--- config.mk ---
export PLATFORM = sky130hd
export DESIGN_NAME = bar_width_code_reader_with_steering
export DESIGN_NICKNAME = d
export VERILOG_FILES = /design/src/design/bwcr_pkg.sv /design/src/design/bwcr_steer.sv /design/src/design/bar_width_code_reader_with_steering.sv
export SDC_FILE = /design/constraint.sdc
export NUM_CORES = 2
export LEC_CHECK = 0
export ABC_AREA = 0
export ABC_CLOCK_PERIOD_IN_PS = 28100
export BUFFER_PORTS_ARGS = -buffer_cell sky130_fd_sc_hd__buf_2
export CORE_MARGIN = 2
export CORE_UTILIZATION = 40
export CTS_CLUSTER_SIZE = 8
export DETAILED_ROUTE_END_ITERATION = 6
export HOLD_SLACK_MARGIN = 0.15
export PLACE_DENSITY_LB_ADDON = 0.05
export SLEW_MARGIN = 25
export SYNTH_ARGS = -nofsm -noshare
export SYNTH_HDL_FRONTEND = slang
export SYNTH_SLANG_ARGS = --single-unit
--- constraint.sdc ---
create_clock -name clk_i -period 28.1 [get_ports clk_i]
set_input_delay 8.43 -clock clk_i [delete_from_list [all_inputs] [get_ports clk_i]]
set_output_delay 8.43 -clock clk_i [all_outputs]
set_load 0.01 [all_outputs]
--- src/design/bwcr_pkg.sv ---
// ----------------------------------------------------------------------------
// bwcr_pkg
// Shared widths, register codes and the configuration record of the
// bar-width code reader.
// ----------------------------------------------------------------------------
package bwcr_pkg;

  // number of bits in one code word
  localparam int unsigned CODE_BITS = 10;
  localparam int unsigned CNT_W     = $clog2(CODE_BITS + 1);

  localparam int unsigned LEVEL_W   = 10;
  localparam int unsigned POS_W     = 32;
  localparam int unsigned DUTY_W    = 8;
  localparam int unsigned WORD_W    = 10;
  localparam int unsigned CFG_IDX_W = 2;
  localparam int unsigned CFG_DAT_W = 16;

  // register indexes
  localparam logic [CFG_IDX_W-1:0] REG_WHITE_THRESHOLD = 2'd0;
  localparam logic [CFG_IDX_W-1:0] REG_LONG_BAR_COUNT  = 2'd1;
  localparam logic [CFG_IDX_W-1:0] REG_BASE_SPEED      = 2'd2;
  localparam logic [CFG_IDX_W-1:0] REG_STEER_GAIN      = 2'd3;

  // register reset values
  localparam logic [9:0]  WHITE_THRESHOLD_RST = 10'd200;
  localparam logic [15:0] LONG_BAR_COUNT_RST  = 16'd1000;
  localparam logic [7:0]  BASE_SPEED_RST      = 8'd150;
  localparam logic [11:0] STEER_GAIN_RST      = 12'd256;

  typedef struct packed {
    logic [9:0]  white_threshold;
    logic [15:0] long_bar_count;
    logic [7:0]  base_speed;
    logic [11:0] steer_gain_q8;
  } cfg_t;

endpackage

--- src/design/bwcr_steer.sv ---
// ----------------------------------------------------------------------------
// bwcr_steer
// Proportional steering: correction = gain * (left - right) / 256, truncated
// toward zero, and both motor duties clamped to 0..255.
// ----------------------------------------------------------------------------
module bwcr_steer import bwcr_pkg::*; (
  input  cfg_t                     cfg_i,
  input  logic signed [POS_W-1:0]  left_position_i,
  input  logic signed [POS_W-1:0]  right_position_i,
  output logic        [DUTY_W-1:0] left_duty_o,
  output logic        [DUTY_W-1:0] right_duty_o
);

  localparam int unsigned DIFF_W = POS_W + 1;
  localparam int unsigned GAIN_W = 13;
  localparam int unsigned PROD_W = DIFF_W + GAIN_W;
  localparam int unsigned CORR_W = PROD_W - 8;
  localparam int unsigned SUM_W  = CORR_W + 1;

  logic signed [DIFF_W-1:0] diff;
  logic signed [PROD_W-1:0] prod;
  logic signed [CORR_W-1:0] corr;
  logic signed [SUM_W-1:0]  base_x;
  logic signed [SUM_W-1:0]  corr_x;
  logic signed [SUM_W-1:0]  left_sum;
  logic signed [SUM_W-1:0]  right_sum;

  function automatic logic [DUTY_W-1:0] clamp_duty(input logic signed [SUM_W-1:0] v);
    logic [DUTY_W-1:0] r;
    if (v[SUM_W-1]) begin
      r = '0;
    end else if (|v[SUM_W-2:DUTY_W]) begin
      r = '1;
    end else begin
      r = v[DUTY_W-1:0];
    end
    return r;
  endfunction

  assign diff = {left_position_i[POS_W-1], left_position_i}
              - {right_position_i[POS_W-1], right_position_i};
  assign prod = $signed({1'b0, cfg_i.steer_gain_q8}) * diff;

  // arithmetic shift floors; bump negative inexact results toward zero
  assign corr = prod[PROD_W-1:8]
              + CORR_W'(prod[PROD_W-1] && (|prod[7:0]));

  assign base_x    = $signed({(SUM_W-DUTY_W)'(0), cfg_i.base_speed});
  assign corr_x    = {corr[CORR_W-1], corr};
  assign left_sum  = base_x - corr_x;
  assign right_sum = base_x + corr_x;

  assign left_duty_o  = clamp_duty(left_sum);
  assign right_duty_o = clamp_duty(right_sum);

endmodule

--- src/design/bar_width_code_reader_with_steering.sv ---
// ----------------------------------------------------------------------------
// bar_width_code_reader_with_steering
// Reads a bar-width code from reflectance samples while steering two motors.
// ----------------------------------------------------------------------------
// One sample is taken per clock cycle while in_ready_o is high. A sample is
// captured in an input register, all steering and bar decoding is done in one
// pass of logic, and the result lands in an output register once that register
// is empty or its word is taken. in_ready_o drops only while the output register
// holds a word that is not taken and the input register is full. The bar state
// is updated as a sample moves into the output register, so the next sample
// sees the updated state. After the code is emitted every result is all zero
// until reset. Registers are written at any time through the cfg channel
// (cfg_ready_o is always high) and must be changed only while the block is idle.
module bar_width_code_reader_with_steering import bwcr_pkg::*; (
  input  logic                     clk_i,
  input  logic                     rst_ni,

  input  logic                     cfg_valid_i,
  output logic                     cfg_ready_o,
  input  logic [CFG_IDX_W-1:0]     cfg_index_i,
  input  logic [CFG_DAT_W-1:0]     cfg_data_i,

  input  logic                     in_valid_i,
  output logic                     in_ready_o,
  input  logic        [LEVEL_W-1:0] left_level_i,
  input  logic        [LEVEL_W-1:0] right_level_i,
  input  logic signed [POS_W-1:0]   left_position_i,
  input  logic signed [POS_W-1:0]   right_position_i,

  output logic                     out_valid_o,
  input  logic                     out_ready_i,
  output logic [DUTY_W-1:0]        left_duty_o,
  output logic [DUTY_W-1:0]        right_duty_o,
  output logic                     drive_on_o,
  output logic                     bit_valid_o,
  output logic                     bit_value_o,
  output logic                     code_valid_o,
  output logic [WORD_W-1:0]        code_word_o
);

  localparam int unsigned AVG_W = POS_W + 1;
  localparam int unsigned LEN_W = AVG_W + 1;

  // configuration
  cfg_t cfg_q;

  // input register
  logic                      s1_valid_q, s1_valid_d;
  logic        [LEVEL_W-1:0] s1_left_level_q, s1_right_level_q;
  logic signed [POS_W-1:0]   s1_left_pos_q, s1_right_pos_q;

  // bar state
  logic                      in_white_q, in_white_d;
  logic signed [AVG_W-1:0]   bar_start_q, bar_start_d;
  logic        [CNT_W-1:0]   bits_stored_q, bits_stored_d;
  logic        [CODE_BITS-1:0] code_shift_q, code_shift_d;
  logic                      halted_q, halted_d;

  // output register
  logic                      out_valid_q, out_valid_d;
  logic [DUTY_W-1:0]         left_duty_q, left_duty_d;
  logic [DUTY_W-1:0]         right_duty_q, right_duty_d;
  logic                      drive_on_q, drive_on_d;
  logic                      bit_valid_q, bit_valid_d;
  logic                      bit_value_q, bit_value_d;
  logic                      code_valid_q, code_valid_d;
  logic [WORD_W-1:0]         code_word_q, code_word_d;

  logic                      in_fire, out_take, s1_fire;
  logic [DUTY_W-1:0]         steer_left, steer_right;
  logic                      white, rise, fall, full, long_bar;
  logic signed [AVG_W-1:0]   pos_sum, avg;
  logic signed [LEN_W-1:0]   bar_len;
  logic [CODE_BITS:0]        shift_ext;
  logic [CODE_BITS+WORD_W-1:0] word_ext;

  // --------------------------------------------------------------------------
  // configuration registers
  // --------------------------------------------------------------------------
  assign cfg_ready_o = 1'b1;

  always_ff @(posedge clk_i or negedge rst_ni) begin
    if (!rst_ni) begin
      cfg_q.white_threshold <= WHITE_THRESHOLD_RST;
      cfg_q.long_bar_count  <= LONG_BAR_COUNT_RST;
      cfg_q.base_speed      <= BASE_SPEED_RST;
      cfg_q.steer_gain_q8   <= STEER_GAIN_RST;
    end else if (cfg_valid_i) begin
      unique case (cfg_index_i)
        REG_WHITE_THRESHOLD: cfg_q.white_threshold <= cfg_data_i[9:0];
        REG_LONG_BAR_COUNT:  cfg_q.long_bar_count  <= cfg_data_i[15:0];
        REG_BASE_SPEED:      cfg_q.base_speed      <= cfg_data_i[7:0];
        REG_STEER_GAIN:      cfg_q.steer_gain_q8   <= cfg_data_i[11:0];
        default: ;
      endcase
    end
  end

  // --------------------------------------------------------------------------
  // handshake
  // --------------------------------------------------------------------------
  assign out_take   = !out_valid_q || out_ready_i;
  assign s1_fire    = s1_valid_q && out_take;
  assign in_ready_o = !s1_valid_q || out_take;
  assign in_fire    = in_valid_i && in_ready_o;

  assign s1_valid_d  = in_fire ? 1'b1 : (s1_fire ? 1'b0 : s1_valid_q);
  assign out_valid_d = s1_fire ? 1'b1 : (out_ready_i ? 1'b0 : out_valid_q);

  always_ff @(posedge clk_i or negedge rst_ni) begin
    if (!rst_ni) begin
      s1_valid_q  <= 1'b0;
      out_valid_q <= 1'b0;
    end else begin
      s1_valid_q  <= s1_valid_d;
      out_valid_q <= out_valid_d;
    end
  end

  always_ff @(posedge clk_i) begin
    if (in_fire) begin
      s1_left_level_q  <= left_level_i;
      s1_right_level_q <= right_level_i;
      s1_left_pos_q    <= left_position_i;
      s1_right_pos_q   <= right_position_i;
    end
  end

  // --------------------------------------------------------------------------
  // steering and bar decoding
  // --------------------------------------------------------------------------
  bwcr_steer u_steer (
    .cfg_i            (cfg_q),
    .left_position_i  (s1_left_pos_q),
    .right_position_i (s1_right_pos_q),
    .left_duty_o      (steer_left),
    .right_duty_o     (steer_right)
  );

  assign white = (s1_left_level_q > cfg_q.white_threshold)
              || (s1_right_level_q > cfg_q.white_threshold);
  assign rise  = white && !in_white_q;
  assign fall  = !white && in_white_q;
  assign full  = (bits_stored_q == CNT_W'(CODE_BITS));

  // average truncated toward zero: add one to negative sums before halving
  assign pos_sum = {s1_left_pos_q[POS_W-1], s1_left_pos_q}
                 + {s1_right_pos_q[POS_W-1], s1_right_pos_q};
  assign avg     = $signed(pos_sum + AVG_W'(pos_sum[AVG_W-1])) >>> 1;

  assign bar_len  = {avg[AVG_W-1], avg} - {bar_start_q[AVG_W-1], bar_start_q};
  assign long_bar = bar_len > $signed({(LEN_W-16)'(0), cfg_q.long_bar_count});

  assign shift_ext = {code_shift_q, long_bar};
  assign word_ext  = {(WORD_W)'(0), code_shift_q};

  always_comb begin
    in_white_d    = in_white_q;
    bar_start_d   = bar_start_q;
    bits_stored_d = bits_stored_q;
    code_shift_d  = code_shift_q;
    halted_d      = halted_q;
    left_duty_d   = steer_left;
    right_duty_d  = steer_right;
    drive_on_d    = 1'b1;
    bit_valid_d   = 1'b0;
    bit_value_d   = 1'b0;
    code_valid_d  = 1'b0;
    code_word_d   = '0;

    if (halted_q) begin
      left_duty_d  = '0;
      right_duty_d = '0;
      drive_on_d   = 1'b0;
    end else if (rise) begin
      in_white_d  = 1'b1;
      bar_start_d = avg;
    end else if (fall) begin
      in_white_d = 1'b0;
      if (!full) begin
        code_shift_d  = shift_ext[CODE_BITS-1:0];
        bits_stored_d = bits_stored_q + CNT_W'(1);
        bit_valid_d   = 1'b1;
        bit_value_d   = long_bar;
      end else begin
        // emit the code, stop and halt
        code_valid_d  = 1'b1;
        code_word_d   = word_ext[WORD_W-1:0];
        left_duty_d   = '0;
        right_duty_d  = '0;
        drive_on_d    = 1'b0;
        bits_stored_d = '0;
        code_shift_d  = '0;
        bar_start_d   = '0;
        halted_d      = 1'b1;
      end
    end
  end

  always_ff @(posedge clk_i or negedge rst_ni) begin
    if (!rst_ni) begin
      in_white_q    <= 1'b0;
      bar_start_q   <= '0;
      bits_stored_q <= '0;
      code_shift_q  <= '0;
      halted_q      <= 1'b0;
    end else if (s1_fire) begin
      in_white_q    <= in_white_d;
      bar_start_q   <= bar_start_d;
      bits_stored_q <= bits_stored_d;
      code_shift_q  <= code_shift_d;
      halted_q      <= halted_d;
    end
  end

  always_ff @(posedge clk_i) begin
    if (s1_fire) begin
      left_duty_q  <= left_duty_d;
      right_duty_q <= right_duty_d;
      drive_on_q   <= drive_on_d;
      bit_valid_q  <= bit_valid_d;
      bit_value_q  <= bit_value_d;
      code_valid_q <= code_valid_d;
      code_word_q  <= code_word_d;
    end
  end

  assign out_valid_o  = out_valid_q;
  assign left_duty_o  = left_duty_q;
  assign right_duty_o = right_duty_q;
  assign drive_on_o   = drive_on_q;
  assign bit_valid_o  = bit_valid_q;
  assign bit_value_o  = bit_value_q;
  assign code_valid_o = code_valid_q;
  assign code_word_o  = code_word_q;

`ifndef NO_ASSERTIONS
  a_halt_sticky: assert property (@(posedge clk_i) disable iff (!rst_ni)
    halted_q |=> halted_q)
    else $error("halt flag cleared without reset");

  a_count_bound: assert property (@(posedge clk_i) disable iff (!rst_ni)
    bits_stored_q <= CNT_W'(CODE_BITS))
    else $error("bit count beyond code length");

  a_emit_halts: assert property (@(posedge clk_i) disable iff (!rst_ni)
    (s1_fire && !halted_q && fall && full) |=> (halted_q && out_valid_q && code_valid_q))
    else $error("code emitted without halting");

  a_code_stops: assert property (@(posedge clk_i) disable iff (!rst_ni)
    (out_valid_q && code_valid_q) |-> (!drive_on_q && left_duty_q == '0
                                        && right_duty_q == '0))
    else $error("motors driven on the code word");

  a_bit_xor_code: assert property (@(posedge clk_i) disable iff (!rst_ni)
    out_valid_q |-> !(bit_valid_q && code_valid_q))
    else $error("bit and code in the same word");
`endif

endmodule
==> reports/qor.yml <==
status: "finished clean"
grt_pass1_vias: 26300
num_rows: 102
slowest_stage: "nand3b_1"
clkTransAtPathRegs_ns: 0.05
portBuffers: 138
max_cap_viol_count: 0
drt-total-wl_mm: 87.6
fin_crit_sh: 0.617
drt_iter0_drc: 1565
dr.pass1.iters: 6
vias: 25000
htreeDepth: 1
start_util: 0.404
start_kind: "input pin"
dp_slack_ns: 10.77
die-area_sq_mm: 0.0804
numCtsBuffers: 31
postSynthAreaPerCell_sq_um: 8.77
final-hold-violation-count: 0
die_x_um: 284
path_cells: "buf_2, nand3b_1, buf_2"
path_common_cell: "buf_2"
crit_type: "in2out"
syn_nets: 4281
gp_congestion: 0.846
nNetsFinal: 4344
arrival_ns: 8.89
rsz0062_at_grt: "no"
ys_seq_area_frac: 0.187
groute.usage.overall: 0.219
place_hpwl_mm: 70.8
grt_max_degree: 67
cp_max_fo: 3
mostFrequentLayoutCell: "inv_1"
hold_buffers: 0
avgViaCountPerCell: 5.32
async_flop_share: 0.457
fillerInstances: 7712
cpPeakStageDelay_ns: 0.19
routedWlPerCell_um: 18.7
antenna_found_initial: 1
relSlewSlack: 0.311
coreArea_sq_mm: 0.0775
die_h_um: 284
tightestPinTransition_ns: 1.01
syn_area_sq_mm: 0.0313
area_growth_pct: 8.90
fmax_mhz: 57.7
path_buf_inv: 2
grt_overflow: 0
synth_area_leaders: "fa_1, edfxtp_1, ha_1, inv_1, dfrtp_1"
synth_seq_cells: 210
final_cell_mix: "inv_1, nand2_1, fa_1, ha_1, and2_1"
grt_pass1_wl_mm: 143
synth_cell_types: 99
yosysWarnings: 0
ys.flop_type: "edfxtp_1"
drc: 0
cts_tree: "yes"
synthCells: 3566
cts_setup_buffers: 0
hold_start: "code_shift_q[9]"
r2r_start: "s1_left_pos_q[0]"
finalMaxSlewViolations: 0
clock_skew_ns: 0.0156
clk_latency_ns: 0.59
fin_crit_ns: 17.32
cts_sinks: 210
insertedDiodeCount: 0
setup-violations-final: 0
cts_root_buffer: "clkbuf_16"
clockBufferDepth: 3
synth_top_area_frac: 0.226
setup_ws_ns: 10.78
drtAntennaViolNets: 0
cts_resized: 0
drive_above_1_share: 0.0939
hold_path_class: "reg2reg"
cp_top_family: "buffers and inverters"
critPathRequiredTime_ns: 19.67
synth_edf_count: 114
critPathCaptureType: "primary output"
yosysTopAreaCell: "fa_1"
io_pins: 140
cp-startpoint: "out_ready_i"
finalSetupTns_ns: 0
==> final timing paths <==
path | end | slack [ns] | cells after the start
max in group asynchronous | bar_start_q[0] | 19.21 | 3
min in group asynchronous | bits_stored_q[0] | 7.78 | 1
worst min-delay path | code_shift_q[9] | 0.45 | 2
worst max register to register | left_duty_o[0] | 12.07 | 56
worst min register to register | code_shift_q[9] | 0.45 | 2
worst max-delay path | in_ready_o | 10.78 | 3
==> metal layers <==
metal | track usage | share of wire | vias up
met4 | 0.0571 | 0.026 | 0
met3 | 0.0246 | 0.041 | 108
li1 | - | - | 12000
met5 | 0 | 0 | -
met2 | 0.383 | 0.48 | 484
met1 | 0.289 | 0.45 | 12400
==> cell families after synthesis <==
family | synth area share
adder cells (fa/ha/maj) | 0.328
flip-flops | 0.187
AO/OA/AOI/OAI | 0.135
buffers and inverters | 0.0878
AND/OR/NAND/NOR | 0.195
XOR/XNOR | 0.0490
multiplexers | 0.0176
other | 0.000120
==> metrics by stage <==
step | std cells | utilization | hold WS (ns) | cell area (sq um)
after floorplan | 3566 | - | 0.430 | 31300
after global placement | 4635 | 0.427 | 0.443 | 33100
after detailed placement | 4635 | 0.427 | 0.449 | 33100
after CTS | 4693 | 0.439 | 0.461 | 34000
after global routing | 4694 | 0.440 | 0.500 | 34100
final | 4694 | 0.440 | 0.454 | 34100
==> synth_stat cells (9+ instances only) <==
master	instances
a211o_1	12
a211oi_1	19
a21boi_0	10
a21o_1	42
a21oi_1	179
a22o_1	33
a22oi_1	9
a31oi_1	23
and2_1	195
and3_1	30
and4_1	15
clkbuf_1	140
dfrtp_1	82
dfstp_2	14
edfxtp_1	114
fa_1	353
ha_1	255
inv_1	578
mux2_2	40
mux2i_1	10
nand2_1	353
nand2b_1	36
nand3_1	60
nand3b_1	9
nand4_1	36
nor2_1	144
nor2b_1	58
nor3_1	79
nor4_1	35
o211ai_1	25
o21a_1	16
o21ai_0	121
o21bai_1	26
o22ai_1	9
o31ai_1	13
or2_2	21
or3_1	26
or4_1	11
xnor2_1	130
xor2_1	43
==> tightest hold or removal path: stages (launching register included) <==
cell     delay, ns
dfrtp_1       0.33
nand2_1       0.05
nand2_1       0.04
==> layout make-up <==
| type | instances | area [sq um] | area share |
|---|---|---|---|
| Inverter | 578 | 2170 | 0.0637 |
| Sequential cell | 210 | 5850 | 0.172 |
| Clock inverter | 2 | 25.0 | 0.000735 |
| Multi-Input combinational cell | 2629 | 22800 | 0.669 |
| Timing Repair Buffer | 179 | 1010 | 0.0298 |
| Clock buffer | 56 | 910 | 0.0267 |
| Tap cell | 1040 | 1300 | 0.0382 |
==> sequential cells by signal (all words and copies together), names as in the netlist, 4 cells and up <==
name,cells
bits_stored_q,4
bar_start_q,32
s1_left_pos_q,32
right_duty_o,8
left_duty_o,8
s1_left_level_q,10
s1_right_pos_q,32
s1_right_level_q,10
code_shift_q,10
code_word_o,10
cfg_q,46
Power is left out: the tool's default activity adds up to more than one toggle a clock period on the data nets, which glitch-free logic cannot reach.
